`config.mk`:
```
export PLATFORM = sky130hd
export DESIGN_NAME = hxd_scale
export DESIGN_NICKNAME = d
export VERILOG_FILES = /design/src/rtl/hxd_pkg.sv /design/src/rtl/hxd_scale.sv
export SDC_FILE = /design/constraint.sdc
export NUM_CORES = 2
export LEC_CHECK = 0
export BUFFER_PORTS_ARGS = -buffer_cell sky130_fd_sc_hd__buf_4
export CAP_MARGIN = 25
export CORE_MARGIN = 5
export CORE_UTILIZATION = 60
export CTS_BUF_LIST = sky130_fd_sc_hd__clkbuf_4 sky130_fd_sc_hd__clkbuf_8 sky130_fd_sc_hd__clkbuf_16
export CTS_CLUSTER_SIZE = 12
export DETAILED_ROUTE_END_ITERATION = 12
export PLACE_DENSITY_LB_ADDON = 0.15
export RECOVER_POWER = 100
export REMOVE_ABC_BUFFERS = 1
export SYNTH_ARGS = -nofsm -noshare
export SYNTH_HDL_FRONTEND = slang
export SYNTH_SLANG_ARGS = --single-unit
```
`constraint.sdc`:
```
create_clock -name clk -period 9 [get_ports clk]
set_clock_uncertainty 0.1 [all_clocks]
set_input_delay 1.8 -clock clk [delete_from_list [all_inputs] [get_ports clk]]
set_output_delay 1.8 -clock clk [all_outputs]
set_load 0.02 [all_outputs]
```
`src/rtl/hxd_pkg.sv`:
```
`timescale 1ns / 1ps

package hxd_pkg;

  // Default width of one cell temperature word, LSB 1/128 degree C.
  localparam int TEMP_WIDTH_DEF = 16;

  // Configuration port.
  localparam int CFG_IDX_W  = 3;
  localparam int CFG_DATA_W = 18;

  // Register field widths.
  localparam int RECIP_W  = 18;
  localparam int UA_W     = 13;
  localparam int FLOWCP_W = 10;
  localparam int HIN_W    = 15;
  localparam int CIN_W    = 13;
  localparam int FMOD_W   = 10;

  // A flow modifier of 1.0 is 2^8; the exchange and cold flow terms are shifted up to that scale.
  localparam int FMOD_ONE_SHIFT = 8;

  // Rate scaling: floor(P * recip / 2^23), with P split at bit 32.
  localparam int SCALE_SHIFT = 23;
  localparam int LO_W        = 32;
  localparam int RATE_W      = 32;

  localparam logic signed [RATE_W-1:0] RATE_MAX = {1'b0, {(RATE_W-1){1'b1}}};
  localparam logic signed [RATE_W-1:0] RATE_MIN = {1'b1, {(RATE_W-1){1'b0}}};

  // Pipeline depth: three stages form the powers, four scale them.
  localparam int NUM_STAGES = 7;

  // Register indexes.
  localparam logic [CFG_IDX_W-1:0] REG_HOT_RECIP  = 3'd0;
  localparam logic [CFG_IDX_W-1:0] REG_COLD_RECIP = 3'd1;
  localparam logic [CFG_IDX_W-1:0] REG_UA         = 3'd2;
  localparam logic [CFG_IDX_W-1:0] REG_HOT_FLOW   = 3'd3;
  localparam logic [CFG_IDX_W-1:0] REG_COLD_FLOW  = 3'd4;
  localparam logic [CFG_IDX_W-1:0] REG_HOT_INLET  = 3'd5;
  localparam logic [CFG_IDX_W-1:0] REG_COLD_INLET = 3'd6;

  typedef struct packed {
    logic [RECIP_W-1:0]  hot_recip;
    logic [RECIP_W-1:0]  cold_recip;
    logic [UA_W-1:0]     ua;
    logic [FLOWCP_W-1:0] hot_flow_cp;
    logic [FLOWCP_W-1:0] cold_flow_cp;
    logic [HIN_W-1:0]    hot_inlet;
    logic [CIN_W-1:0]    cold_inlet;
  } hxd_cfg_t;

  localparam hxd_cfg_t CFG_RESET = '{
    hot_recip:    18'd8389,
    cold_recip:   18'd8389,
    ua:           13'd500,
    hot_flow_cp:  10'd100,
    cold_flow_cp: 10'd80,
    hot_inlet:    15'd11520,
    cold_inlet:   13'd2560
  };

  // Stage load enables of the power front end.
  typedef struct packed {
    logic diff;
    logic mult;
    logic sum;
  } hxd_front_en_t;

  // Stage load enables of one rate scaling lane.
  typedef struct packed {
    logic mag;
    logic part;
    logic comb;
    logic sat;
  } hxd_back_en_t;

  // Width of every temperature difference, inlet terms included.
  function automatic int diff_w(input int tw);
    return ((tw > HIN_W + 1) ? tw : HIN_W + 1) + 1;
  endfunction

  // Width of a net power in units of 2^-15 W.
  function automatic int power_w(input int tw);
    return diff_w(tw) + UA_W + FMOD_ONE_SHIFT + 2;
  endfunction

endpackage

```
`src/rtl/hxd_scale.sv`:
```
`timescale 1ns / 1ps

module hxd_scale import hxd_pkg::*; #(
  parameter int POWER_W = power_w(TEMP_WIDTH_DEF)
) (
  input  logic                      clk,
  input  hxd_back_en_t              en,
  input  logic [RECIP_W-1:0]        recip,
  input  logic signed [POWER_W-1:0] power,
  output logic signed [RATE_W-1:0]  rate
);

  localparam int HI_W = POWER_W - LO_W;
  localparam int LP_W = LO_W + RECIP_W;
  localparam int HP_W = HI_W + RECIP_W;
  localparam int PAD  = LO_W - SCALE_SHIFT;
  localparam int QW   = HP_W + PAD + 1;

  localparam logic [QW-1:0] NEG_LIM = {{(QW-RATE_W){1'b0}}, 1'b1, {(RATE_W-1){1'b0}}};
  localparam logic [QW-1:0] POS_LIM = NEG_LIM - QW'(1);

  // Stage 1: sign and magnitude. The most negative power has a magnitude that still fits.
  logic               neg_mag_nxt, neg_mag_r;
  logic [POWER_W-1:0] mag_nxt, mag_r;

  assign neg_mag_nxt = power[POWER_W-1];
  assign mag_nxt     = neg_mag_nxt ? POWER_W'(-power) : POWER_W'(power);

  always_ff @(posedge clk) begin
    if (en.mag) begin
      neg_mag_r <= neg_mag_nxt;
      mag_r     <= mag_nxt;
    end
  end

  // Stage 2: two partial products, low 32 bits and the rest.
  logic            neg_part_r;
  logic [LP_W-1:0] lo_prod_nxt, lo_prod_r;
  logic [HP_W-1:0] hi_prod_nxt, hi_prod_r;

  assign lo_prod_nxt = mag_r[LO_W-1:0] * recip;
  assign hi_prod_nxt = mag_r[POWER_W-1:LO_W] * recip;

  always_ff @(posedge clk) begin
    if (en.part) begin
      neg_part_r <= neg_mag_r;
      lo_prod_r  <= lo_prod_nxt;
      hi_prod_r  <= hi_prod_nxt;
    end
  end

  // Stage 3: truncated quotient of the magnitude and a flag for discarded bits.
  logic          neg_comb_r;
  logic [QW-1:0] q_nxt, q_r;
  logic          rem_nxt, rem_r;

  assign q_nxt   = QW'({hi_prod_r, {PAD{1'b0}}}) + QW'(lo_prod_r[LP_W-1:SCALE_SHIFT]);
  assign rem_nxt = |lo_prod_r[SCALE_SHIFT-1:0];

  always_ff @(posedge clk) begin
    if (en.comb) begin
      neg_comb_r <= neg_part_r;
      q_r        <= q_nxt;
      rem_r      <= rem_nxt;
    end
  end

  // Stage 4: floor for negative values, then saturation. -(q + rem) equals ~q + !rem.
  logic                     ovf_neg;
  logic signed [RATE_W-1:0] rate_nxt, rate_r;

  assign ovf_neg = rem_r ? (q_r >= NEG_LIM) : (q_r > NEG_LIM);

  always_comb begin
    if (!neg_comb_r) begin
      rate_nxt = (q_r > POS_LIM) ? RATE_MAX : q_r[RATE_W-1:0];
    end else if (ovf_neg) begin
      rate_nxt = RATE_MIN;
    end else begin
      rate_nxt = ~q_r[RATE_W-1:0] + {{(RATE_W-1){1'b0}}, !rem_r};
    end
  end

  always_ff @(posedge clk) begin
    if (en.sat) begin
      rate_r <= rate_nxt;
    end
  end

  assign rate = rate_r;

endmodule

```
# ---- Yosys cells after proc, flatten, opt, wreduce, memory -nomap -nowiden
# Index checks and enable logic that the tools add are counted.
dict set report classes {
  magnitude_cmp 3
  n_bitwise 1
  add_sub_neg 3
  mul 2
  reduce_logical 2
  muxes 5
}
# op n
set op_table {}
lappend op_table {{two-way mux 32 bit} 3}
lappend op_table {{multiplier 32 x 18 -> 50 bit} 1}
lappend op_table {{negation 40 bit} 1}
lappend op_table {{two-way mux 39 bit} 1}
lappend op_table {{adder 35 x 27 -> 36 bit} 1}
lappend op_table {{greater-or-equal comparator 36 x 32 -> 1 bit, second input constant} 1}
lappend op_table {{> comparator 36 x 31 -> 1 bit, second input constant} 1}
lappend op_table {{> comparator 36 x 32 -> 1 bit, second input constant} 1}
lappend op_table {{adder 32 x 1 -> 32 bit} 1}
lappend op_table {{inverter 32 bit} 1}
lappend op_table {{multiplier 8 x 18 -> 26 bit} 1}
lappend op_table {{OR reduction 23 bit} 1}
lappend op_table {{logical NOT 1 bit} 1}
lappend op_table {{two-way mux 1 bit} 1}
dict set report totals {
  word_cells 26
  in_bits 63
  output_inout_bits 32
  regBits 188
}

# ---- Longest topological paths before layout
dict set report logic_depth {
  word_depth 4
  mapped_depth 24
  depth_no_buf 22
}

# ---- Worst setup path after synthesis
# OpenSTA, ideal clock, no wires.
dict set report synth_path {
  kind {input to register}
  start {input recip[8]}
  end {register lo_prod_r[49] (data pin)}
  path_buffers 1
  setup_ps 265
  arrival_ps 7385
  t_required_ps 8635
  cell_stages 21
  path_slack_ps 1251
  path_cell_list {clkbuf_1 and2_1 fa_1 inv_1 fa_1 fa_1 inv_1 fa_1 fa_1 inv_1 fa_1 inv_1 ha_1 a21oi_1 o21ai_0 a211o_1 o22ai_1 o221ai_1 a221o_1 a311oi_1 xnor2_1}
}
dict set report synth_between {
  elab_chain_len 1
}
# element line_no
set synth_rtl {}
lappend synth_rtl {{start: declaration} hxd_scale.sv:8} ;# input logic [RECIP_W-1:0] recip,
lappend synth_rtl {{multiplier 32 x 18 -> 50 bit} hxd_scale.sv:41} ;# assign lo_prod_nxt = mag_r[LO_W-1:0] * recip;
lappend synth_rtl {{named net lo_prod_nxt[49]} hxd_scale.sv:38} ;# logic [LP_W-1:0] lo_prod_nxt, lo_prod_r;
lappend synth_rtl {{end signal: assignment} hxd_scale.sv:47} ;# lo_prod_r <= lo_prod_nxt;
lappend synth_rtl {{end: declaration} hxd_scale.sv:38}
# The timed path passes the listed nets, and every way through them passes these cells.
# A chain may end at the register's enable or synchronous reset.

# ---- Final worst setup path
dict set report layout_path {
  start {input recip[5]}
  end {register lo_prod_r[49] (data pin)}
}
# Same word-level chain as after synthesis.

==> key figures <==
Run status
  – Outcome: finished with violations
  – Violated checks: capacitance limit, slew limit

Placed design
  – Hpwl dp: 56.7 mm
  – Buffers on Ports: 94
  – Final RePlAce weighted congestion: a little over 0.9

STA
  – RSZ-0062 raised after global routing: no
  – Final setup viols: 0
  – Max Fclk: 120 MHz
  – Pins Over Slew Limit: 200
  – Final hold vios: 0
  – Setup total negative slack: 0 ns
  – Min Clock Period, post-route: 8.34 ns
  – Fin crit share: about 93%
  – Slew at the pin closest to its max-slew limit: 4.03 ns
  – Worst slew margin: -169%

Clocking
  – Hold buffer count at CTS: 0
  – CTS Root Cell: clkbuf_16
  – # clock sinks: roughly 190
  – Reg clk slew, reported paths: ~0.080 ns
  – Clock Latency Late Sink: 0.50 ns
  – CTS tree: yes
  – Post-CTS setup buffers: 0
  – Clock buffer depth: 2
  – Post-cts sizing count: 0
  – CTS H-tree lvls: 4
  – CTS Buf Count: 17

Setup path
  – Crit path DAT: 8.48 ns
  – Setup crit end kind: register
  – Crit-path max FO: 22
  – Critical setup path kind: input port to register
  – Worst Path Required: around 9.1 ns
  – Startpoint Class: input port

Yosys
  – Seq cells post-synth: around 190
  – Synth warnings: 0
  – Mux cell area share after synthesis: less than 1%
  – Ranking of synthesized cells by area: fa_1 37%, edfxtp_1 18%, inv_1 8.1%
  – Post-synth top area share: about 37%
  – Synth Area in XOR/XNOR: under 10%
  – Largest family of logic cells by synthesized area: adder cells
  – Synth area leader: fa_1
  – Cells after synthesis: approximately 3.3k
  – Adder-cell share of the synthesized area: approximately 45%
  – Synthesized cell area: ~31000 µm²
  – Post-synthesis compound-gate area fraction: between 7 and 8%
  – Most used flip-flop cell after synthesis: edfxtp_1
  – Count of cell types in the netlist: 62
  – Synth Area in Simple Gates: 16.1%
  – Share of flip-flops with an asynchronous set or reset: 0%
  – Synthesized area per cell: 9.41 µm²
  – EDFF count, synth: between 150 and 200
  – Seq/Total Area, Yosys: 18.1%

Final layout
  – Commonest non-fill, non-tap cell in the layout: inv_1
  – P&R area growth vs syn: 4.55%
  – Antenna diodes: 0
  – Most frequent cells in the layout: 675 x inv_1, 577 x fa_1, 538 x nand2_1, 275 x and2_1, 191 x ha_1
  – Layout cells sized above 1: under 10%
  – Nets@finish: ~4.1k

Global route
  – First-pass GRT wire length: ~120 mm
  – Antenna violations before repair: 0
  – Global Route Usage Sum: about a quarter
  – Remaining global-route overflow: 0
  – Vias in the first global route: between 20k and 25k
  – Largest net degree at the start of global routing: 78

Routing
  – TritonRoute pass-1 iters: 8
  – Antenna-violating nets left: 0
  – DRC: 0
  – WL per Instance: between 15 and 20 µm
  – Vias: 22.6k
  – Routed vias/inst: 5.70
  – DR iter-0 viols: around 1.4k
  – Routed WL: approximately 70 mm

Die
  – Cell Rows: between 80 and 90
  – Num ports: 95
  – Die height: ~240 µm
  – Starting Density: 60.6%
  – Placeable Area: slightly above 50000 µm²
  – Die area: between 50000 and 60000 µm²
  – Die X: 238 µm

Hold path
  – Hold Crit Class: register to register

Job
  – Max-Cap Viols: 4
## critical path: stages
cell,delay [ns]
buf_4,0.26
clkbuf_1,0.74
nand2_1,0.18
fa_1,0.62
fa_1,0.44
fa_1,0.52
inv_1,0.06
fa_1,0.48
fa_1,0.55
inv_1,0.05
fa_1,0.53
inv_1,0.04
ha_1,0.38
a21o_1,0.21
a21o_1,0.17
a21oi_1,0.18
nor2b_1,0.15
o221ai_1,0.16
a221o_1,0.46
a311oi_1,0.36
xnor2_1,0.11
## final timing paths
check	from	end	slack (ns)	cells after the start
max	recip[5]	lo_prod_r[49]	0.66	21
min	lo_prod_r[24]	q_r[1]	0.35	0
max reg2reg	mag_r[9]	lo_prod_r[49]	1.79	19
min reg2reg	lo_prod_r[24]	q_r[1]	0.35	0
## synth_stat cells (6+ instances only)
master	count
or2_2	6
a211oi_1	7
nor2_1	60
ha_1	191
clkbuf_1	160
or3_1	19
nand3_1	21
or4_1	9
nand2b_1	10
nor3_1	31
a31oi_1	15
edfxtp_1	188
o311ai_0	23
a21oi_1	86
o31ai_1	22
nor4_1	11
and3_1	9
nor2b_1	9
nand4_1	9
xor2_1	36
a21boi_0	6
o21bai_1	10
xnor2_1	81
o21ai_0	80
a21o_1	50
o41ai_1	11
fa_1	577
o21a_1	13
and2_1	283
nand2_1	538
inv_1	675
## final cells by class
class                           count  area (µm²)
Inverter                          676        2540
Tap cell                          680         851
Multi-Input combinational cell   2280       22300
Clock inverter                     15         190
Fill cell                        4342       18800
Clock buffer                       17         425
Sequential cell                   188        5650
Timing Repair Buffer              104         623
## logic make-up after synthesis
kind of cell	count (synthesis)
AO/OA/AOI/OAI	359
XOR/XNOR	117
adder cells (fa/ha/maj)	768
buffers and inverters	841
flip-flops	188
multiplexers	1
AND/OR/NAND/NOR	1035
## through the flow
stage               hold WS (ns)  instances  cell area, µm²  setup WS [ns]  util, %
floorplan                  0.300       3144           30500           1.41        -
global placement           0.314       3928           32200          0.598     62.6
detailed placement         0.324       3928           32200          0.495     62.6
CTS                        0.342       3960           32800           1.01     63.8
global route               0.347       3960           32600          0.408     63.3
finish                     0.345       3960           32600          0.659     63.3
## sequential cells by signal, summed over array words and instances (netlist names)
name        cells
hi_prod_r      26
lo_prod_r      50
mag_r          40
neg_comb_r      1
neg_mag_r       1
neg_part_r      1
q_r            36
rate           32
rem_r           1
## routing by layer
metal | GRT usage (%) | share of wire [%]
met5 | 0 | 0
met2 | 42.6 | 46
met4 | 8.05 | 2.8
met1 | 37.5 | 44
met3 | 4.77 | 7.3
Power is left out: the tool's default activity adds up to more than one toggle a clock period on the data nets, which glitch-free logic cannot reach.
