==> src/rtl/hxd_pkg.sv <==
`timescale 1ns / 1ps

package hxd_pkg;

  // Default width of one cell temperature word, LSB 1/128 degree C.
  localparam int TEMP_WIDTH_DEF = 16;

  // Configuration port.
  localparam int CFG_IDX_W  = 3;
  localparam int CFG_DATA_W = 18;

  // Register field widths.
  localparam int RECIP_W  = 18;
  localparam int UA_W     = 13;
  localparam int FLOWCP_W = 10;
  localparam int HIN_W    = 15;
  localparam int CIN_W    = 13;
  localparam int FMOD_W   = 10;

  // A flow modifier of 1.0 is 2^8; the exchange and cold flow terms are shifted up to that scale.
  localparam int FMOD_ONE_SHIFT = 8;

  // Rate scaling: floor(P * recip / 2^23), with P split at bit 32.
  localparam int SCALE_SHIFT = 23;
  localparam int LO_W        = 32;
  localparam int RATE_W      = 32;

  localparam logic signed [RATE_W-1:0] RATE_MAX = {1'b0, {(RATE_W-1){1'b1}}};
  localparam logic signed [RATE_W-1:0] RATE_MIN = {1'b1, {(RATE_W-1){1'b0}}};

  // Pipeline depth: three stages form the powers, four scale them.
  localparam int NUM_STAGES = 7;

  // Register indexes.
  localparam logic [CFG_IDX_W-1:0] REG_HOT_RECIP  = 3'd0;
  localparam logic [CFG_IDX_W-1:0] REG_COLD_RECIP = 3'd1;
  localparam logic [CFG_IDX_W-1:0] REG_UA         = 3'd2;
  localparam logic [CFG_IDX_W-1:0] REG_HOT_FLOW   = 3'd3;
  localparam logic [CFG_IDX_W-1:0] REG_COLD_FLOW  = 3'd4;
  localparam logic [CFG_IDX_W-1:0] REG_HOT_INLET  = 3'd5;
  localparam logic [CFG_IDX_W-1:0] REG_COLD_INLET = 3'd6;

  typedef struct packed {
    logic [RECIP_W-1:0]  hot_recip;
    logic [RECIP_W-1:0]  cold_recip;
    logic [UA_W-1:0]     ua;
    logic [FLOWCP_W-1:0] hot_flow_cp;
    logic [FLOWCP_W-1:0] cold_flow_cp;
    logic [HIN_W-1:0]    hot_inlet;
    logic [CIN_W-1:0]    cold_inlet;
  } hxd_cfg_t;

  localparam hxd_cfg_t CFG_RESET = '{
    hot_recip:    18'd8389,
    cold_recip:   18'd8389,
    ua:           13'd500,
    hot_flow_cp:  10'd100,
    cold_flow_cp: 10'd80,
    hot_inlet:    15'd11520,
    cold_inlet:   13'd2560
  };

  // Stage load enables of the power front end.
  typedef struct packed {
    logic diff;
    logic mult;
    logic sum;
  } hxd_front_en_t;

  // Stage load enables of one rate scaling lane.
  typedef struct packed {
    logic mag;
    logic part;
    logic comb;
    logic sat;
  } hxd_back_en_t;

  // Width of every temperature difference, inlet terms included.
  function automatic int diff_w(input int tw);
    return ((tw > HIN_W + 1) ? tw : HIN_W + 1) + 1;
  endfunction

  // Width of a net power in units of 2^-15 W.
  function automatic int power_w(input int tw);
    return diff_w(tw) + UA_W + FMOD_ONE_SHIFT + 2;
  endfunction

endpackage

==> src/rtl/hxd_front.sv <==
`timescale 1ns / 1ps

module hxd_front import hxd_pkg::*; #(
  parameter int TEMP_WIDTH = TEMP_WIDTH_DEF,
  parameter int POWER_W    = power_w(TEMP_WIDTH_DEF)
) (
  input  logic                         clk,
  input  hxd_front_en_t                en,
  input  hxd_cfg_t                     cfg,
  input  logic signed [TEMP_WIDTH-1:0] hot_temp_first,
  input  logic signed [TEMP_WIDTH-1:0] hot_temp_second,
  input  logic signed [TEMP_WIDTH-1:0] cold_temp_first,
  input  logic signed [TEMP_WIDTH-1:0] cold_temp_second,
  input  logic [FMOD_W-1:0]            flow_modifier,
  output logic signed [POWER_W-1:0]    p_hot_first,
  output logic signed [POWER_W-1:0]    p_hot_second,
  output logic signed [POWER_W-1:0]    p_cold_first,
  output logic signed [POWER_W-1:0]    p_cold_second
);

  localparam int DW   = diff_w(TEMP_WIDTH);
  localparam int HF_W = FLOWCP_W + FMOD_W;

  // Stage 1: temperature differences and the modified hot flow.
  logic signed [DW-1:0] th1_x, th2_x, tc1_x, tc2_x, hin_x, cin_x;
  logic signed [DW-1:0] dh_in_nxt, dh_12_nxt, dc_in_nxt, dc_12_nxt, x12_nxt, x21_nxt;
  logic signed [DW-1:0] dh_in_r, dh_12_r, dc_in_r, dc_12_r, x12_r, x21_r;
  logic [HF_W-1:0]      hflow_nxt, hflow_r;

  assign th1_x = DW'(hot_temp_first);
  assign th2_x = DW'(hot_temp_second);
  assign tc1_x = DW'(cold_temp_first);
  assign tc2_x = DW'(cold_temp_second);
  assign hin_x = DW'(cfg.hot_inlet);
  assign cin_x = DW'(cfg.cold_inlet);

  assign dh_in_nxt = hin_x - th1_x;
  assign dh_12_nxt = th1_x - th2_x;
  assign dc_in_nxt = cin_x - tc1_x;
  assign dc_12_nxt = tc1_x - tc2_x;
  assign x12_nxt   = th1_x - tc2_x;
  assign x21_nxt   = th2_x - tc1_x;
  assign hflow_nxt = cfg.hot_flow_cp * flow_modifier;

  always_ff @(posedge clk) begin
    if (en.diff) begin
      dh_in_r <= dh_in_nxt;
      dh_12_r <= dh_12_nxt;
      dc_in_r <= dc_in_nxt;
      dc_12_r <= dc_12_nxt;
      x12_r   <= x12_nxt;
      x21_r   <= x21_nxt;
      hflow_r <= hflow_nxt;
    end
  end

  // Stage 2: one multiplier per term. Fixed scale factors of 256 come in stage 3.
  logic signed [HF_W:0]       hflow_s;
  logic signed [FLOWCP_W:0]   cflow_s;
  logic signed [UA_W:0]       ua_s;
  logic signed [POWER_W-1:0]  mh_in_nxt, mh_12_nxt, mc_in_nxt, mc_12_nxt, q12_nxt, q21_nxt;
  logic signed [POWER_W-1:0]  mh_in_r, mh_12_r, mc_in_r, mc_12_r, q12_r, q21_r;

  assign hflow_s = $signed({1'b0, hflow_r});
  assign cflow_s = $signed({1'b0, cfg.cold_flow_cp});
  assign ua_s    = $signed({1'b0, cfg.ua});

  assign mh_in_nxt = hflow_s * dh_in_r;
  assign mh_12_nxt = hflow_s * dh_12_r;
  assign mc_in_nxt = cflow_s * dc_in_r;
  assign mc_12_nxt = cflow_s * dc_12_r;
  assign q12_nxt   = ua_s * x12_r;
  assign q21_nxt   = ua_s * x21_r;

  always_ff @(posedge clk) begin
    if (en.mult) begin
      mh_in_r <= mh_in_nxt;
      mh_12_r <= mh_12_nxt;
      mc_in_r <= mc_in_nxt;
      mc_12_r <= mc_12_nxt;
      q12_r   <= q12_nxt;
      q21_r   <= q21_nxt;
    end
  end

  // Stage 3: net powers. Exchange heat leaves the hot side and enters the cold side.
  logic signed [POWER_W-1:0] ph1_nxt, ph2_nxt, pc1_nxt, pc2_nxt;
  logic signed [POWER_W-1:0] ph1_r, ph2_r, pc1_r, pc2_r;

  assign ph1_nxt = mh_in_r - (q12_r <<< FMOD_ONE_SHIFT);
  assign ph2_nxt = mh_12_r - (q21_r <<< FMOD_ONE_SHIFT);
  assign pc1_nxt = (mc_in_r <<< FMOD_ONE_SHIFT) + (q21_r <<< FMOD_ONE_SHIFT);
  assign pc2_nxt = (mc_12_r <<< FMOD_ONE_SHIFT) + (q12_r <<< FMOD_ONE_SHIFT);

  always_ff @(posedge clk) begin
    if (en.sum) begin
      ph1_r <= ph1_nxt;
      ph2_r <= ph2_nxt;
      pc1_r <= pc1_nxt;
      pc2_r <= pc2_nxt;
    end
  end

  assign p_hot_first   = ph1_r;
  assign p_hot_second  = ph2_r;
  assign p_cold_first  = pc1_r;
  assign p_cold_second = pc2_r;

endmodule

==> config.mk <==
export PLATFORM = sky130hd
export DESIGN_NAME = hxd_front
export DESIGN_NICKNAME = d
export VERILOG_FILES = /design/src/rtl/hxd_pkg.sv /design/src/rtl/hxd_front.sv
export SDC_FILE = /design/constraint.sdc
export NUM_CORES = 2
export LEC_CHECK = 0
export ABC_AREA = 1
export BUFFER_PORTS_ARGS = -buffer_cell sky130_fd_sc_hd__buf_2
export CAP_MARGIN = 20
export CORE_ASPECT_RATIO = 0.9
export CORE_MARGIN = 5
export CORE_UTILIZATION = 23
export DETAILED_ROUTE_END_ITERATION = 10
export GPL_TIMING_DRIVEN = 0
export SYNTH_ARGS = -nofsm -noshare
export SYNTH_HDL_FRONTEND = slang
export SYNTH_SLANG_ARGS = --single-unit
==> constraint.sdc <==
create_clock -name clk -period 8.17 [get_ports clk]
set_input_delay 1.634 -clock clk [delete_from_list [all_inputs] [get_ports clk]]
set_output_delay 1.634 -clock clk [all_outputs]
set_load 0.02 [all_outputs]
## Yosys cells after proc, flatten, opt, wreduce, memory -nomap -nowiden

Index checks and enable logic that the tools add are counted.

| word-level totals | value |
|---|---|
| logic and storage cells | 34 |
| output and inout port bits | 160 |
| bits in registers | 480 |
| input bits | 175 |

| operators by class | value |
|---|---|
| multipliers | 7 |
| add/subtract/negate cells | 10 |

Operator list:

| kind | number |
|---|---|
| 16-bit by 16-bit subtractor with 17-bit output | 5 |
| 36-bit by 39-bit adder with 40-bit output | 2 |
| 40-bit by 39-bit subtractor with 40-bit output | 2 |
| 21-bit by 17-bit multiplier with 38-bit output | 2 |
| 14-bit by 17-bit multiplier with 31-bit output | 2 |
| 11-bit by 17-bit multiplier with 28-bit output | 2 |
| 10-bit by 10-bit multiplier with 20-bit output | 1 |
| 14-bit by 16-bit subtractor with 17-bit output | 1 |

## Logic depth before layout (Yosys ltp)

| depth | value |
|---|---|
| word-level depth | 1 |
| mapped depth | 29 |
| depth with buffers taken out | 27 |

## Least setup slack after synthesis

Ideal clock, no wire load.

| timing | value |
|---|---|
| kind | input to register |
| start point | input cfg[50] (netlist bit) |
| end point | register, netlist name q21_r[30] |
| data required time | 7.918 ns |
| arrival time | 6.433 ns |
| library setup time | 0.252 ns |
| buffers on the path | 2 |
| setup slack | 1.485 ns |
| cell stages on the path | 24 |
| path through | clkbuf_1 clkbuf_1 nand2_1 fa_1 inv_1 fa_1 fa_1 inv_1 fa_1 inv_1 fa_1 inv_1 fa_1 inv_1 ha_1 nand2_1 o21ai_0 inv_1 nand3_1 nand2_1 nand3_1 inv_1 nand2_1 nand2_1 |

| on the way | value |
|---|---|
| word-level cells in the longest chain between the ends | 1 |

Ends and longest elaborated chain:

| item | line | RTL |
|---|---|---|
| from (decl) | hxd_front.sv:9 | `input hxd_cfg_t cfg,` |
| 14-bit by 17-bit multiplier with 31-bit output | hxd_front.sv:73 | `assign q21_nxt = ua_s * x21_r;` |
| net q21_nxt[30] | hxd_front.sv:61 | `logic signed [POWER_W-1:0] mh_in_nxt, mh_12_nxt, mc_in_nxt, mc_12_nxt, q12_nxt, q21_nxt;` |

The timed path passes the listed nets, and every way through them passes these cells.
A chain may end at the register's enable or synchronous reset.

## Worst setup path after layout

| timing | value |
|---|---|
| start point | input cfg[51] (netlist bit) |
| end point | register, netlist name q12_r[30] |

| on the way | value |
|---|---|
| word-level cells in the longest chain between the ends | 1 |

Ends and longest elaborated chain:

| item | line | RTL |
|---|---|---|
| 14-bit by 17-bit multiplier with 31-bit output | hxd_front.sv:72 | `assign q12_nxt = ua_s * x12_r;` |
| net q12_nxt[30] | hxd_front.sv:61 |  |

The timed path passes the listed nets, and every way through them passes these cells.

==> impl_results.md <==
* Status: completed
* Netlist cell types at 43
* Critical path startpoint: cfg[51]
* Part of the Yosys area used for sequential elements at 15.89%
* Simple-gate share of the synthesized area at a little under a fifth
* TNS Setup at 0 ns
* Mean Syn Cell Area at 7.758 um2
* Req. time, crit path at approximately 8.6 ns
* Skew final at ~0.037 ns
* Layout Nets at approximately 14000
* Tcrit/Tclk final at 94.55%
* Num ports at around 340
* Drt pass-1 iters at 6
* TritonCTS clock tree: built
* Initial DRC count at between 6000 and 7000
* Final Slew Violations at 0
* Arrival time at the worst endpoint at slightly above 8 ns
* Tot GR Track Use at between 10% and 20%
* Cells after Synth at about 11000
* Clock tree buffer depth at 3
* Max-Cap Viols at 0
* Unrepaired setup endpoints after global routing: false
* Worst-path fanout max at 10
* Number of global-route vias before repair at slightly above 70000
* Warnings from Yosys at 0
* Clock slew seen by the registers of the worst setup and hold paths at roughly 0.060 ns
* Final GP Congestion at about 0.97
* Multiplexer share of the synthesized area at 0%
* Crit path cell chain: clkbuf_1 -> clkbuf_1 -> nand2_1 -> fa_1 -> inv_1 -> fa_1 -> fa_1 -> inv_1 -> fa_1 -> inv_1 -> fa_1 -> inv_1 -> fa_1 -> inv_1 -> ha_1 -> a21oi_1 -> o21ai_0 -> inv_1 -> nand3_1 -> nand2_1 -> nand3_1 -> nand2_1 -> nand2_1
* Hold buffers post-CTS at 0
* Critical path endpoint category: register
* Worst-Skew Late Latency at just over 0.7 ns
* Mean routed wirelength per cell at approximately 19 um
* Final Util at around 26%
* Setup violations, final at 0
* Synth Area in Adders at between 40 and 50%
* Post-Synth XOR/XNOR Area at ~2.7%
* TritonCTS sink count at 460
* # Post-CTS Setup Buffers at 0
* Final Hold Fails at 0
* Rel. slew slack at 22.25%
* Routed vias/inst at between 4 and 5
* Min-delay src: mh_12_r[5]
* Achievable frequency at around 130 MHz
* DP HPWL at approximately 270 mm
* DRT Wirelength at just over 300 mm
* Setup ws final at approximately 0.44 ns
* Core footprint at roughly 380000 um2
* Root Driver: clkbuf_16
* R2r startpoint: hflow_r[10]
* Row Count at 214
* Compound-cell area share of the yosys netlist at under 10%
* Initial antenna violation count at 34
* Total CTS buffers at between 50 and 60
* WS Path Type: input pin to register
* Drt drc at 0
* Fillers at 41490
* # H-tree levels at 2
* CP peak stage delay at approximately 0.76 ns
* Number of flops mapped to enable cells by yosys at 460
* Post-route cell area at ~96000 um2
* Largest family of logic cells by synthesized area: adder cells
* Hold Crit Class: register to register
* DP Area at approximately 95000 um2
* Fraction of registers with async set/reset at 0%
* Crit path launch type: input pin
* Layout cell share with drive strength beyond 1 at under 10%
* Vias at between 70000 and 80000
* Fin crit period at between 7 and 8 ns
* Largest net degree at the start of global routing at 103
* Post-Syn Area at ~87000 um2
* Yosys reg bits at 460
* Worst-margin pin slew at 1.166 ns
* Die ar. at around 390000 um2
* Pre-CTS setup slack at -0.1532 ns
* Area grow syn2layout at 10.91%
* First-pass GRT wire length at between 400 and 500 mm
* Post-DRT Antenna Nets at 0
* Die height at between 500 and 600 um
* Synth Flop Type: edfxtp_1
* Die W at between 600 and 700 um
* Post-CTS Resized at 0
* Starting density of the core at between 20 and 25%
* Port bufs at 239
* Slowest CP cell: clkbuf_1
* GRT overflow at 0
[cell usage after synthesis (9+ instances only)]
| master | n | area, um2 |
|---|---|---|
| clkbuf_1 | 280 | 1051 |
| buf_1 | 47 | 176.4 |
| xnor2_1 | 63 | 551.8 |
| fa_1 | 1342 | 26870 |
| a31oi_1 | 10 | 62.56 |
| nand3b_1 | 16 | 120.1 |
| nor3_2 | 11 | 110.1 |
| edfxtp_1 | 460 | 13810 |
| ha_1 | 817 | 10220 |
| nor2_1 | 452 | 1697 |
| o21ai_2 | 12 | 105.1 |
| o21ai_0 | 249 | 1246 |
| nor4_1 | 21 | 131.4 |
| buf_4 | 16 | 120.1 |
| xor2_1 | 205 | 1795 |
| o21bai_1 | 41 | 307.8 |
| nand4_1 | 97 | 606.8 |
| inv_1 | 3002 | 11270 |
| nor3_1 | 71 | 355.3 |
| nand2_2 | 14 | 87.58 |
| o31ai_1 | 10 | 75.07 |
| a21oi_1 | 461 | 2307 |
| a21boi_0 | 10 | 75.07 |
| o21a_1 | 15 | 112.6 |
| nand2_1 | 3103 | 11650 |
| a21o_1 | 21 | 157.7 |
| nand3_1 | 322 | 1612 |
| or2_2 | 9 | 56.30 |
[state kept, by name (all words and copies together), names as in the netlist]
name           count
dh_12_r           17
mh_12_r           38
mc_in_r           28
dc_12_r           17
q21_r             31
dc_in_r           17
q12_r             31
p_cold_first      32
p_cold_second     32
mc_12_r           28
p_hot_first       40
dh_in_r           17
mh_in_r           38
p_hot_second      40
hflow_r           20
x21_r             17
x12_r             17
[final timing paths]
path                                         to  slack (ns)  depth (start not counted)
worst min register to register  p_hot_second[5]        0.42                          0
worst max register to register      mh_12_r[26]        1.05                         23
worst min-delay path            p_hot_second[5]        0.42                          0
worst max-delay path                  q12_r[30]        0.44                         23
[worst max-delay path, delay by kind of cell]
kind / cells / cell delay, ns
buffers and inverters: 8 / 1.86
AOI/OAI and AO/OA: 2 / 0.54
and+or+nand+nor: 6 / 0.69
adders and majority gates: 7 / 3.39
[cells in the final DEF, fill, tap and decap left out, drive strengths merged, types with 42 or more instances in the layout]
cell | Yosys | layout
nand2 | 3117 | 3117
inv | 3003 | 3014
fa | 1342 | 1342
ha | 817 | 817
a21oi | 462 | 462
edfxtp | 460 | 460
nor2 | 455 | 455
clkbuf | 280 | 339
nand3 | 324 | 324
buf | 64 | 307
o21ai | 267 | 267
xor2 | 205 | 205
nand4 | 97 | 97
nor3 | 82 | 82
xnor2 | 63 | 63
diode | 0 | 42
[logic make-up (layout without fill, tap and decap cells)]
logic type,count (synthesis),in the layout
other,1,58
XOR/XNOR,268,268
AO/OA/AOI/OAI,848,848
buffers and inverters,3347,3689
adder cells (fa/ha/maj),2159,2159
AND/OR/NAND/NOR,4123,4123
flip-flops,460,460
[stage by stage]
stage | std cells | hold slack (ns)
floorplan | 11220 | 0.4003
global placement | 16430 | 0.4053
detailed placement | 16430 | 0.4066
CTS | 16530 | 0.4186
global route | 16570 | 0.4246
finish | 16570 | 0.4193
[layout make-up]
cell class | instances | area [um2] | area share [%]
clock buffer | 59 | 1391 | 1.443
inverter | 3003 | 11270 | 11.69
tap | 4968 | 6216 | 6.447
clock inverter | 40 | 395.4 | 0.4101
multi-input combinational | 7414 | 60550 | 62.80
sequential | 460 | 13810 | 14.33
antenna | 42 | 105.1 | 0.1090
timing repair buffer | 243 | 1320 | 1.369
buffer | 344 | 1353 | 1.403
[per-layer routing]
metal / vias up / global-route usage (%) / part of all wire (%)
li1: 34000 / - / -
met1: 34860 / 21.95 / 45
met2: 2671 / 23.04 / 41
met3: 418 / 2.990 / 8.2
met4: 10 / 6.898 / 5.7
met5: - / 0 / 0.022
Power is left out: the tool's default activity adds up to more than one toggle a clock period on the data nets, which glitch-free logic cannot reach.
