## config.mk

```make
export PLATFORM = sky130hd
export DESIGN_NAME = hxd_cfg
export DESIGN_NICKNAME = d
export VERILOG_FILES = /design/src/rtl/hxd_pkg.sv /design/src/rtl/hxd_cfg.sv
export SDC_FILE = /design/constraint.sdc
export NUM_CORES = 1
export LEC_CHECK = 0
export BUFFER_PORTS_ARGS = -buffer_cell sky130_fd_sc_hd__clkbuf_2
export CORE_MARGIN = 5
export CORE_UTILIZATION = 47
export CTS_CLUSTER_DIAMETER = 30
export DETAILED_ROUTE_END_ITERATION = 10
export GPL_TIMING_DRIVEN = 0
export MAX_ROUTING_LAYER = met4
export PLACE_DENSITY = 0.79
export SLEW_MARGIN = 20
export SYNTH_ARGS = -nofsm -noshare
export SYNTH_HDL_FRONTEND = slang
export SYNTH_SLANG_ARGS = --single-unit
export TNS_END_PERCENT = 5
```

## constraint.sdc

```tcl
create_clock -name clk -period 3 [get_ports clk]
set_input_delay 0.6 -clock clk [delete_from_list [all_inputs] [get_ports clk]]
set_output_delay 0.6 -clock clk [all_outputs]
set_load 0.03 [all_outputs]
```

## src/rtl/hxd_pkg.sv

```systemverilog
`timescale 1ns / 1ps

package hxd_pkg;

  // Default width of one cell temperature word, LSB 1/128 degree C.
  localparam int TEMP_WIDTH_DEF = 16;

  // Configuration port.
  localparam int CFG_IDX_W  = 3;
  localparam int CFG_DATA_W = 18;

  // Register field widths.
  localparam int RECIP_W  = 18;
  localparam int UA_W     = 13;
  localparam int FLOWCP_W = 10;
  localparam int HIN_W    = 15;
  localparam int CIN_W    = 13;
  localparam int FMOD_W   = 10;

  // A flow modifier of 1.0 is 2^8; the exchange and cold flow terms are shifted up to that scale.
  localparam int FMOD_ONE_SHIFT = 8;

  // Rate scaling: floor(P * recip / 2^23), with P split at bit 32.
  localparam int SCALE_SHIFT = 23;
  localparam int LO_W        = 32;
  localparam int RATE_W      = 32;

  localparam logic signed [RATE_W-1:0] RATE_MAX = {1'b0, {(RATE_W-1){1'b1}}};
  localparam logic signed [RATE_W-1:0] RATE_MIN = {1'b1, {(RATE_W-1){1'b0}}};

  // Pipeline depth: three stages form the powers, four scale them.
  localparam int NUM_STAGES = 7;

  // Register indexes.
  localparam logic [CFG_IDX_W-1:0] REG_HOT_RECIP  = 3'd0;
  localparam logic [CFG_IDX_W-1:0] REG_COLD_RECIP = 3'd1;
  localparam logic [CFG_IDX_W-1:0] REG_UA         = 3'd2;
  localparam logic [CFG_IDX_W-1:0] REG_HOT_FLOW   = 3'd3;
  localparam logic [CFG_IDX_W-1:0] REG_COLD_FLOW  = 3'd4;
  localparam logic [CFG_IDX_W-1:0] REG_HOT_INLET  = 3'd5;
  localparam logic [CFG_IDX_W-1:0] REG_COLD_INLET = 3'd6;

  typedef struct packed {
    logic [RECIP_W-1:0]  hot_recip;
    logic [RECIP_W-1:0]  cold_recip;
    logic [UA_W-1:0]     ua;
    logic [FLOWCP_W-1:0] hot_flow_cp;
    logic [FLOWCP_W-1:0] cold_flow_cp;
    logic [HIN_W-1:0]    hot_inlet;
    logic [CIN_W-1:0]    cold_inlet;
  } hxd_cfg_t;

  localparam hxd_cfg_t CFG_RESET = '{
    hot_recip:    18'd8389,
    cold_recip:   18'd8389,
    ua:           13'd500,
    hot_flow_cp:  10'd100,
    cold_flow_cp: 10'd80,
    hot_inlet:    15'd11520,
    cold_inlet:   13'd2560
  };

  // Stage load enables of the power front end.
  typedef struct packed {
    logic diff;
    logic mult;
    logic sum;
  } hxd_front_en_t;

  // Stage load enables of one rate scaling lane.
  typedef struct packed {
    logic mag;
    logic part;
    logic comb;
    logic sat;
  } hxd_back_en_t;

  // Width of every temperature difference, inlet terms included.
  function automatic int diff_w(input int tw);
    return ((tw > HIN_W + 1) ? tw : HIN_W + 1) + 1;
  endfunction

  // Width of a net power in units of 2^-15 W.
  function automatic int power_w(input int tw);
    return diff_w(tw) + UA_W + FMOD_ONE_SHIFT + 2;
  endfunction

endpackage

```

## src/rtl/hxd_cfg.sv

```systemverilog
`timescale 1ns / 1ps

module hxd_cfg import hxd_pkg::*; (
  input  logic                  clk,
  input  logic                  rst_n,
  input  logic                  cfg_we,
  input  logic [CFG_IDX_W-1:0]  cfg_index,
  input  logic [CFG_DATA_W-1:0] cfg_wdata,
  output hxd_cfg_t              cfg
);

  hxd_cfg_t cfg_r;
  hxd_cfg_t cfg_nxt;

  always_comb begin
    cfg_nxt = cfg_r;
    if (cfg_we) begin
      unique case (cfg_index)
        REG_HOT_RECIP:  cfg_nxt.hot_recip    = cfg_wdata[RECIP_W-1:0];
        REG_COLD_RECIP: cfg_nxt.cold_recip   = cfg_wdata[RECIP_W-1:0];
        REG_UA:         cfg_nxt.ua           = cfg_wdata[UA_W-1:0];
        REG_HOT_FLOW:   cfg_nxt.hot_flow_cp  = cfg_wdata[FLOWCP_W-1:0];
        REG_COLD_FLOW:  cfg_nxt.cold_flow_cp = cfg_wdata[FLOWCP_W-1:0];
        REG_HOT_INLET:  cfg_nxt.hot_inlet    = cfg_wdata[HIN_W-1:0];
        REG_COLD_INLET: cfg_nxt.cold_inlet   = cfg_wdata[CIN_W-1:0];
        default:        cfg_nxt = cfg_r;
      endcase
    end
  end

  always_ff @(posedge clk) begin
    if (!rst_n) begin
      cfg_r <= CFG_RESET;
    end else begin
      cfg_r <= cfg_nxt;
    end
  end

  assign cfg = cfg_r;

endmodule

```

; Yosys cells after proc, flatten, opt, wreduce, memory -nomap -nowiden
; Cells that the tools add are included.
[word_totals]
mem_bits_ro = 0
wordCells = 21
ramBits = 0
output_inout_bits = 97
n_memories = 0
ff_bits = 97
latchBits = 0
in_bits = 24
[classes]
magnitude_cmp = 0
add_sub_neg = 0
mux = 0
bitwise = 0
n_shift = 0
reduce_logical = 8
n_eq_ne = 6
div = 0
n_mul = 0
[op_table]
columns = operator, n
row1 = AND reduction 2 bit, 7
row2 = == test 3 bit (second input constant), 3
row3 = == test 3 x 2 -> 1 bit (second input constant), 2
row4 = == test 3 x 1 -> 1 bit (second input constant), 1
row5 = zero test 3 bit, 1

; Depth between registers and ports, before layout
; Gate-level depths: netlist of the first run.
[depth]
depth_word = 2
mapped_depth = 5
ltp_nobuf = 2

; Least setup slack after synthesis of the first run
; OpenSTA, ideal clock, no wires.
[synth_timing]
path_type = input to register
startpoint = input cfg_index[1]
endpoint = register cfg_r (netlist bit cfg[86])
slack_ns = 1.236
t_required_ns = 2.876
n_path_buf = 3
setup_ns = 0.124
arrival_ns = 1.640
path_stages = 5
path_cell_list = buf_4 > or4b_1 > buf_6 > buf_12 > mux2i_1
[synth_via]
elab_chain_len = 2
[synth_lines]
columns = element, line
row1 = "start, declared", hxd_cfg.sv:7  ; input logic [CFG_IDX_W-1:0] cfg_index,
row2 = zero test 3 bit, hxd_cfg.sv:18  ; unique case (cfg_index)
row3 = AND reduction 2 bit (no line), n/a
row4 = "end signal, assigned", hxd_cfg.sv:35  ; cfg_r <= cfg_nxt;
row5 = "end, declared", hxd_cfg.sv:12  ; hxd_cfg_t cfg_r;
; Every way passes these cells.
; A chain may end at the register's enable or synchronous reset.

==> results.tsv, run 1 <==
stage	metric	value	unit
power_and_ir_drop	vdd_drop_max	0.000304	V
run	drv_cap	0	
clocking	post_cts_buffers	0	
worst_setup_path	path_class	in2reg	
yosys	yosys-mux-area-fraction	25.9	%
clocking	worstSkewPairLatency	0.36	ns
floorplanning	die-area	0.00987	mm²
drt	wl	10.2	mm
sta	setup_tns	0	ns
floorplanning	die_width	99.4	µm
placement	dp_hpwl	7.61	mm
placement	io_buffers	119	
sta	tightest_slew	0.657	ns
yosys	syn_area_per_cell	10.4	µm²
worst_setup_path	critical_path.max_fanout	10	
power_and_ir_drop	internal_power	1.87	mW
global_routing	grt_pass1_vias	2993	
sta	post-route-period-util	56.7	%
yosys	synth_top_family_by_area	multiplexers	
power_and_ir_drop	combPwrFrac	9.8	%
placement	place_ws	0.945	ns
global_routing	grt_start_max_net_pins	17	
worst_setup_path	crit_path_max_incr_delay	0.53	ns
sta	final.setup.worst_slack	1.30	ns
sta	finalCriticalPeriod	1.70	ns
worst_setup_path	crit_top_cell	clkbuf_1	
worst_setup_path	critPathLaunchType	input pin	
floorplanning	start_util	48.3	%
drt	drcViolationCount	0	
worst_setup_path	crit_buf_inv	3	
clocking	cts_buffers	9	
worst_setup_path	required	3.30	ns
yosys	syn-cell-area	0.00375	mm²
worst_setup_path	critPathTopFamily	buffers and inverters	
drt	dr.pass1.iters	4	
sta	setup_viol	0	
worst_setup_path	endpoint_kind	flop	
clocking	cts_resized	0	
placement	gp_congestion	0.789	
global_routing	overflow	0	
yosys	synth_xor_area_share	0	%
drt	num_vias	3012	
finish	syn2layout_area_growth	25.1	%
drt	post_drt_wl_per_cell	17.1	µm
yosys	synth_nets	384	
floorplanning	die_h	99.4	µm
power_and_ir_drop	pwr-share-clk	37.2	%
yosys	yosysSeqAreaShare	51.7	%
finish	layout_common_cells	119 x clkbuf_2, 97 x mux2i_1, 97 x dfxtp_1	
worst_hold_path	hp-class	reg2reg	
finish	final_common_cell	clkbuf_2	
yosys	yosysTopAreaCell	dfxtp_1	
power_and_ir_drop	pwr-share-seq	53.0	%
sta	rsz0062_at_grt	no	
yosys	synth-simple-area-share	18.1	%
worst_setup_path	cp_cell_sequence	clkbuf_1 > clkbuf_1 > clkbuf_1 > nand2_1 > mux2i_1	
power_and_ir_drop	powerDensity	535	mW/mm²
power_and_ir_drop	p_leak	2.38	nW
clocking	clkTransAtPathRegs	0.09	ns
clocking	cts_root_buf	clkbuf_8	
clocking	clock-sinks	97	
clocking	clock_path_buffers	2	
sta	hold_violations	0	
yosys	yosysWarnings	0	
yosys	synth_top_area_share	51.7	%
yosys	synthCells	360	
floorplanning	fp.coreArea	0.00777	mm²
clocking	cts_tree	yes	
sta	slew_headroom	56.1	%
global_routing	grt_usage	21.3	%
finish	drive_gt1_share	29.9	%
sta	final-max-slew-violation-count	0	
finish	fin_nets	514	
global_routing	antenna_found_initial	0	
floorplanning	pin_count	121	
power_and_ir_drop	switchingPower	0.644	mW
run_status	status	complete, no violations	
clocking	cts_hold_buf	0	
sta	fmax	588	MHz
floorplanning	fp-row-count	32	
drt	postRouteAntennaNets	0	
clocking	htreeDepth	3	
worst_setup_path	slowest_stage	clkbuf_1	
power_and_ir_drop	swShare	25.6	%
finish	n_antenna_cell	0	
sta	skew	0	ns
finish	largest_reg_flops	97	
sta	hold-worst-slack	0.461	ns
yosys	synth_compound_area_share	0	%
global_routing	grt_pass1_wl	15.9	mm
yosys	synth_area_leaders	dfxtp_1 52%, mux2i_1 26%, nand2_1 8.7%	
yosys	synthAdderAreaFrac	0	%
yosys	synth.distinct_cells	16	
yosys	ys_ff_latch	97	
drt	routed_via_density	5.05	
worst_setup_path	crit_arrival	2.00	ns
drt	drtIter0Drc	96	
finish	fillerInstances	696	
[area by class of cell]
cell class	count	area, µm²	share of cell area, %
sequential	97	1940	41.4
multi-input combinational	233	1650	35.1
timing repair buffer	119	596	12.7
clock inverter	6	91.3	1.95
tap	102	128	2.72
buffer	30	161	3.44
clock buffer	10	128	2.72
[stage by stage]
step | util, % | std cells | total power, mW | cell area (µm²)
6_report | 60.5 | 597 | 2.51 | 4700
5_1_grt | 60.5 | 597 | 2.59 | 4700
4_1_cts | 60.5 | 597 | 2.52 | 4700
3_5_place_dp | 57.6 | 581 | 1.61 | 4480
3_3_place_gp | 57.6 | 581 | 1.60 | 4480
2_1_floorplan | - | 360 | 1.52 | 3750
[worst paths after layout]
| check | start | endpoint | slack [ns] | cells after the start |
|---|---|---|---|---|
| setup / recovery | rst_n | cfg[51]$_SDFFE_PN0P_ | 1.30 | 5 |
| hold reg to reg | cfg[96]$_SDFFE_PN0P_ | cfg[96]$_SDFFE_PN0P_ | 0.46 | 2 |
| hold / removal | cfg[96]$_SDFFE_PN0P_ | cfg[96]$_SDFFE_PN0P_ | 0.46 | 2 |
| setup reg to reg | cfg[21]$_SDFFE_PN1P_ | cfg[21]$_SDFFE_PN1P_ | 2.33 | 2 |
[power groups by stage]
stage | combinational, mW | clock (mW) | sequential (mW)
6_report | 0.247 | 0.934 | 1.33
2_1_floorplan | 0.106 | 0 | 1.42
5_1_grt | 0.265 | 0.992 | 1.34
3_5_place_dp | 0.248 | 0 | 1.36
3_3_place_gp | 0.244 | 0 | 1.36
4_1_cts | 0.249 | 0.943 | 1.33
[tightest hold or removal path: cells and delay by family, from the launching register on]
kind	cells	cell delay [ns]
flip-flops	1	0.32
multiplexers	1	0.05
AND/OR/NAND/NOR	1	0.05
[routing by layer]
metal	GRT usage (%)	share of wire [%]	vias to the layer above	wire, µm
li1	-	-	1448	-
met1	27.4	46	1436	4640
met2	33.2	46	112	4670
met3	5.12	7.6	16	778
met4	6.72	1.1	0	116
met5	-	0	-	0
[synthesized netlist by cell type (all sizes together)]
| library cell | number |
|---|---|
| nor2b | 38 |
| or4bb | 1 |
| nand4bb | 2 |
| buf | 13 |
| and4b | 1 |
| dfxtp | 97 |
| or4b | 1 |
| mux2i | 97 |
| nand2 | 87 |
| nor4bb | 2 |
| nand4b | 3 |
| nor4b | 1 |
| clkbuf | 17 |
[kinds of logic after synthesis]
kind of cell  Yosys count
simple gates          136
mux                    97
flops                  97
buf+inv                30
Note: power is estimated with default switching activity, not from simulation.
==> inputs of run 2 (changes only) <==
--- a/config.mk
+++ b/config.mk
@@ -7,7 +7,7 @@
 export LEC_CHECK = 0
 export BUFFER_PORTS_ARGS = -buffer_cell sky130_fd_sc_hd__clkbuf_2
 export CORE_MARGIN = 5
-export CORE_UTILIZATION = 47
+export CORE_UTILIZATION = 45
 export CTS_CLUSTER_DIAMETER = 30
 export DETAILED_ROUTE_END_ITERATION = 10
 export GPL_TIMING_DRIVEN = 0
==> constraint.sdc (replaced) <==
create_clock -name clk -period 1.55 [get_ports clk]
set_input_delay 0.31 -clock clk [delete_from_list [all_inputs] [get_ports clk]]
set_output_delay 0.31 -clock clk [all_outputs]
set_load 0.03 [all_outputs]
==> run 2 against run 1 <==
Net effect:
- via count decreased by 2.2%
- routed wire length decreased by 0.27%
- critical path depth unchanged
- global-route usage decreased by 0.82 points
- largest cell class unchanged
- flip-flop and latch count unchanged
- clock skew unchanged
- register-to-register slack got worse by 1.5 ns
- count of clock-buffer cells in the layout unchanged
- worst setup slack got worse by 1.2 ns
- non-clock buffer count unchanged
==> results.tsv, run 2 (synthesis gave the netlist of run 1 again) <==
stage	metric	value	unit	change
worst_setup_path	path_class	in2reg		
floorplanning	die_width	101	µm	+2.0%
finish	syn2layout_area_growth	25.5	%	
global_routing	grt_usage	20.5	%	-0.82 points
floorplanning	fp.coreArea	0.00818	mm²	+5.3%
sta	hold-worst-slack	0.203	ns	-0.257 ns
global_routing	grt_start_max_net_pins	17		unchanged
finish	utilization	57.6	%	-2.8 points
clocking	worstSkewPairLatency	0.35	ns	about the same
global_routing	gr-usage-met1	25.6	%	-1.9 points
finish	final_area	0.00471	mm²	+0.29%
floorplanning	fp-row-count	33		+3.1%
sta	hold_violations	0		unchanged
sta	post-route-period-util	95.7	%	
power_and_ir_drop	p_leak	2.40	nW	+0.70%
clocking	cts_tree	yes		
global_routing	antenna_found_initial	0		unchanged
power_and_ir_drop	powerDensity	1040	mW/mm²	+94%
drt	post_drt_wl_per_cell	17.0	µm	-0.77%
sta	setup_viol	0		unchanged
sta	final-max-slew-violation-count	0		unchanged
finish	n_antenna_cell	0		unchanged
clocking	clock-sinks	97		unchanged
sta	rsz0062_at_grt	yes		
clocking	cts_root_buf	clkbuf_8		
power_and_ir_drop	vdd_drop_max	0.000594	V	+95%
drt	wl	10.2	mm	-0.27%
floorplanning	pin_count	121		unchanged
sta	tightest_slew	0.639	ns	-0.0183 ns
placement	dp_hpwl	7.62	mm	about the same
placement	place_ws	-0.290	ns	-1.24 ns
finish	largest_reg_flops	97		unchanged
finish	fin_nets	514		unchanged
clocking	htreeDepth	3		unchanged
sta	final.setup.worst_slack	0.0666	ns	-1.23 ns
clocking	post_cts_buffers	0		unchanged
sta	slew_headroom	57.3	%	+1.2 points
worst_hold_path	hp-class	in2reg		
clocking	cts_buffers	9		unchanged
run	drv_cap	0		unchanged
worst_setup_path	endpoint_kind	flop		
finish	drive_gt1_share	30.3	%	+0.40 points
floorplanning	die_h	101	µm	+2.0%
floorplanning	die-area	0.0103	mm²	+4.0%
drt	postRouteAntennaNets	0		unchanged
sta	finalCriticalPeriod	1.48	ns	
global_routing	busiest_layer	met2		
finish	final_common_cell	clkbuf_2		
worst_setup_path	critical_path.max_fanout	10		unchanged
global_routing	grt_pass1_vias	2993		unchanged
clocking	cts_hold_buf	0		unchanged
finish	fillerInstances	737		+5.9%
worst_setup_path	crit_arrival	1.77	ns	-0.23 ns
clocking	cts_resized	0		unchanged
sta	skew	0	ns	unchanged
worst_setup_path	critPathLaunchType	input pin		
finish	layout_common_cells	120 x clkbuf_2, 97 x mux2i_1, 97 x dfxtp_1		
power_and_ir_drop	finalPower	4.90	mW	+95%
sta	fmax	674	MHz	
drt	drtIter0Drc	204		+110%
global_routing	grt_pass1_wl	15.6	mm	-1.8%
clocking	clock_path_buffers	2		unchanged
drt	drcViolationCount	0		unchanged
global_routing	use_met2	33.9	%	+0.69 points
global_routing	overflow	0		unchanged
run_status	status	complete, no violations		
clocking	clkTransAtPathRegs	0.09	ns	about the same
worst_setup_path	required	1.83	ns	-1.47 ns
drt	dr.pass1.iters	4		unchanged
drt	routed_via_density	4.91		-2.6%
placement	io_buffers	119		unchanged
global_routing	grt_use_met3	3.37	%	-1.7 points
floorplanning	start_util	45.9	%	-2.4 points
drt	num_vias	2947		-2.2%
placement	gp_congestion	0.851		+7.9%
placement	post_dp_cell_area	0.00448	mm²	about the same
-- run 2: cell types whose count changed in the layout (fill, tap and decap cells not counted), sizes merged --
cell / previous run / this run
clkinv: 0 / 2
buf: 13 / 14
clkbuf: 146 / 145
clkinvlp: 3 / 1
-- run 2: per-layer routing --
metal	routed length (µm)	share of wire, %
met1	4400	43
met2	4980	49
met3	655	6.4
met4	150	1.5
met5	0	0
-- run 2: critical path, stage by stage --
cell and delay (ns):
clkbuf_1 0.22, clkbuf_1 0.42, clkbuf_1 0.52, nand2_1 0.13
mux2i_1 0.16
-- run 2: power breakdown --
group | internal, mW | leakage (nW) | switching [mW] | total [mW]
Combinational | 0.158 | 1.50 | 0.321 | 0.479
Sequential | 2.55 | 0.786 | 0.0313 | 2.58
Clock | 0.959 | 0.113 | 0.882 | 1.84
Total | 3.66 | 2.40 | 1.23 | 4.90
-- run 2: stage by stage --
stage / TNS [ns] / std cells
6_report: 0 / 600
5_1_grt: -0.884 / 600
4_1_cts: 0 / 600
3_5_place_dp: -12.86 / 584
3_3_place_gp: -9.60 / 584
2_1_floorplan: 0 / 360
-- run 2: final timing paths --
kind / slack, ns / from / cells past startpoint / to
max: 0.07 / rst_n / 5 / cfg[62]$_SDFFE_PN0P_
min: 0.20 / cfg_wdata[16] / 3 / cfg[95]$_SDFFE_PN0P_
max reg2reg: 0.87 / cfg[1]$_SDFFE_PN0P_ / 2 / cfg[1]$_SDFFE_PN0P_
min reg2reg: 0.46 / cfg[82]$_SDFFE_PN0P_ / 2 / cfg[82]$_SDFFE_PN0P_
-- run 2: area by class of cell --
class	instances	area, µm²	share of cell area [%]
Clock buffer	10	138	2.92
Multi-Input combinational cell	233	1650	35.0
Buffer	30	163	3.45
Timing Repair Buffer	119	596	12.6
Tap cell	105	131	2.79
Sequential cell	97	1940	41.2
Clock inverter	6	90.1	1.91
==> inputs of run 3 (changes only) <==
--- a/config.mk
+++ b/config.mk
@@ -12,7 +12,7 @@
 export DETAILED_ROUTE_END_ITERATION = 10
 export GPL_TIMING_DRIVEN = 0
 export MAX_ROUTING_LAYER = met4
-export PLACE_DENSITY = 0.79
+export PLACE_DENSITY_LB_ADDON = 0.12
 export SLEW_MARGIN = 20
 export SYNTH_ARGS = -nofsm -noshare
 export SYNTH_HDL_FRONTEND = slang
==> run 3 against run 2 <==
Net effect:
- combinational power hardly changed
- flip-flop and latch count stayed put
- design area is 0.48% lower
- register-to-register slack better by 0.02 ns
- utilization is 0.28 points lower
- non-clock buffer count stayed put
- worst hold slack worse by 0.0097 ns
- sequential share of layout area is 0.20 points higher
- critical path type unchanged
- largest cell class unchanged
- largest power group unchanged
==> results.tsv, run 3 (synthesis gave the netlist of run 1 again) <==
stage	metric	value	unit	change
worst_setup_path	reg2reg_slack	0.89	ns	+0.02 ns
finish	largest_reg_flops	97		unchanged
drt	drtIter0Drc	109		-47%
power_and_ir_drop	vdd_drop_max	0.000426	V	-28%
drt	dr.pass1.iters	4		unchanged
sta	tightest_slew	0.622	ns	-0.0166 ns
clocking	htreeDepth	3		unchanged
sta	setup_viol	0		unchanged
global_routing	antenna_found_initial	0		unchanged
sta	rsz0062_at_grt	yes		
sta	post-route-period-util	89.7	%	-6.0 points
worst_setup_path	r2r_start	cfg[55]$_SDFFE_PN1P_		
finish	fin_nets	514		unchanged
global_routing	grt_start_max_net_pins	17		unchanged
clocking	clkTransAtPathRegs	0.10	ns	about the same
floorplanning	pin_count	121		unchanged
worst_hold_path	holdPathEnd	cfg[94]$_SDFFE_PN0P_		
power_and_ir_drop	internal_power	3.51	mW	-4.3%
finish	syn2layout_area_growth	24.9	%	
worst_setup_path	critical_path.max_fanout	10		unchanged
global_routing	grt_pass1_wl	15.5	mm	-0.62%
sta	fmax	719	MHz	+6.7%
global_routing	grt_usage	20.4	%	-0.085 points
drt	drcViolationCount	0		unchanged
floorplanning	die_width	101	µm	unchanged
finish	utilization	57.3	%	-0.28 points
drt	postRouteAntennaNets	0		unchanged
placement	dp_hpwl	7.47	mm	-2.0%
drt	num_vias	2940		-0.24%
power_and_ir_drop	pwr-share-clk	35.6	%	-2.0 points
floorplanning	fp.coreArea	0.00818	mm²	unchanged
drt	highest_layer	met4		
finish	final_common_cell	clkbuf_2		
power_and_ir_drop	powerDensity	1010	mW/mm²	-2.6%
global_routing	grt_pass1_vias	2861		-4.4%
sta	final.setup.worst_slack	0.159	ns	+0.0929 ns
global_routing	overflow	0		unchanged
finish	multi_input_area	0.00165	mm²	unchanged
placement	io_buffers	119		unchanged
sta	hold_violations	0		unchanged
worst_setup_path	reg2reg_to	cfg[55]$_SDFFE_PN1P_		
finish	n_antenna_cell	0		unchanged
placement	post_dp_cell_area	0.00448	mm²	unchanged
sta	finalCriticalPeriod	1.39	ns	-0.0929 ns
drt	dr_wl_met2	4.71	mm	-5.4%
placement	place_ws	-0.266	ns	+0.0237 ns
worst_setup_path	endpoint_kind	flop		
worst_hold_path	min_from	cfg_wdata[15]		
worst_hold_path	holdPathStages	3		unchanged
floorplanning	die_h	101	µm	unchanged
clocking	cts_buffers	9		unchanged
power_and_ir_drop	combPwrFrac	10.1	%	+0.3 points
finish	drive_gt1_share	30.1	%	-0.20 points
worst_hold_path	hp-class	in2reg		
finish	stdcell_count	600		unchanged
clocking	worstSkewPairLatency	0.36	ns	about the same
worst_setup_path	crit_arrival	1.68	ns	-0.09 ns
sta	final-max-slew-violation-count	0		unchanged
floorplanning	fp-row-count	33		unchanged
clocking	clock-sinks	97		unchanged
finish	area.sequential	0.00194	mm²	unchanged
sta	slew_headroom	58.5	%	+1.2 points
clocking	cts_root_buf	clkbuf_8		
floorplanning	start_util	45.9	%	unchanged
sta	skew	0	ns	unchanged
run	drv_cap	0		unchanged
placement	gp_congestion	0.829		-2.5%
power_and_ir_drop	p_leak	2.39	nW	-0.53%
drt	wl	10.1	mm	-0.66%
worst_setup_path	path_class	in2reg		
clocking	clock_path_buffers	2		unchanged
worst_setup_path	required	1.84	ns	about the same
worst_setup_path	critPathLaunchType	input pin		
drt	post_drt_wl_per_cell	16.9	µm	-0.66%
run_status	status	complete, no violations		
power_and_ir_drop	swShare	26.1	%	+0.92 points
power_and_ir_drop	pwr-share-seq	54.3	%	+1.7 points
power_and_ir_drop	switchingPower	1.24	mW	+0.48%
drt	routed_via_density	4.90		-0.24%
placement	place_inst	584		unchanged
drt	routed-wl-met3	555	µm	-15%
finish	final_area	0.00469	mm²	-0.48%
finish	layout_common_cells	120 x clkbuf_2, 97 x mux2i_1, 97 x dfxtp_1		
drt	m1WireLength	4.71	mm	+7.2%
clocking	cts_tree	yes		
finish	fillerInstances	750		+1.8%
worst_setup_path	r2r_cells	2		unchanged
floorplanning	die-area	0.0103	mm²	unchanged
[run 3: cell types whose count changed in the layout (fill, tap and decap cells not counted), sizes merged]
cell    change
buf         -1
bufinv      -1
clkbuf      +2
[run 3: area by class of cell]
type                            count  area share (%)
Tap cell                          105            2.80
Sequential cell                    97            41.4
Clock inverter                      5            1.36
Timing Repair Buffer              119            12.7
Clock buffer                       11            3.02
Buffer                             30            3.47
Multi-Input combinational cell    233            35.2
[run 3: worst max-delay path: stages]
cell and delay (ns):
clkbuf_1 0.21, clkbuf_1 0.36, clkbuf_1 0.53, nand2_1 0.12, mux2i_1 0.14
[run 3: how the worst max path moves through the flow]
stage / start / to / slack (ns)
after floorplan: cfg_index[1] / cfg[86]$_SDFFE_PN1P_ / 0.08
after global placement: rst_n / cfg[96]$_SDFFE_PN0P_ / -0.20
after detailed placement: rst_n / cfg[57]$_SDFFE_PN0P_ / -0.27
after CTS: rst_n / cfg[57]$_SDFFE_PN0P_ / 0.10
after global routing: rst_n / cfg[13]$_SDFFE_PN0P_ / 0.008
final: rst_n / cfg[77]$_SDFFE_PN0P_ / 0.16
[run 3: per-stage QoR]
step | total power, mW | hold slack (ns) | TNS (ns)
3_3_place_gp | 3.11 | 0.444 | -7.71
2_1_floorplan | 2.95 | 0.470 | 0
3_5_place_dp | 3.12 | 0.445 | -9.86
6_report | 4.75 | 0.194 | 0
5_1_grt | 4.93 | 0.217 | 0
4_1_cts | 4.78 | 0.186 | 0
[run 3: metal layers]
layer  vias up  track usage [%]
met5         -                -
met4         0             6.13
met3        13             4.06
met2        85             32.0
met1      1388             26.7
li1       1454                -
[run 3: what timing repair did]
item	CTS	global route
endpoints found under the setup margin	0	11
hold buffers	0	0
gates resized for setup	0	2
buffers inserted	0	0
[run 3: power groups by stage]
stage	clock network (mW)	logic (mW)	registers, mW
global route	1.84	0.513	2.58
finish	1.69	0.478	2.58
detailed placement	0	0.482	2.63
CTS	1.72	0.483	2.58
global placement	0	0.477	2.63
floorplan	0	0.206	2.74
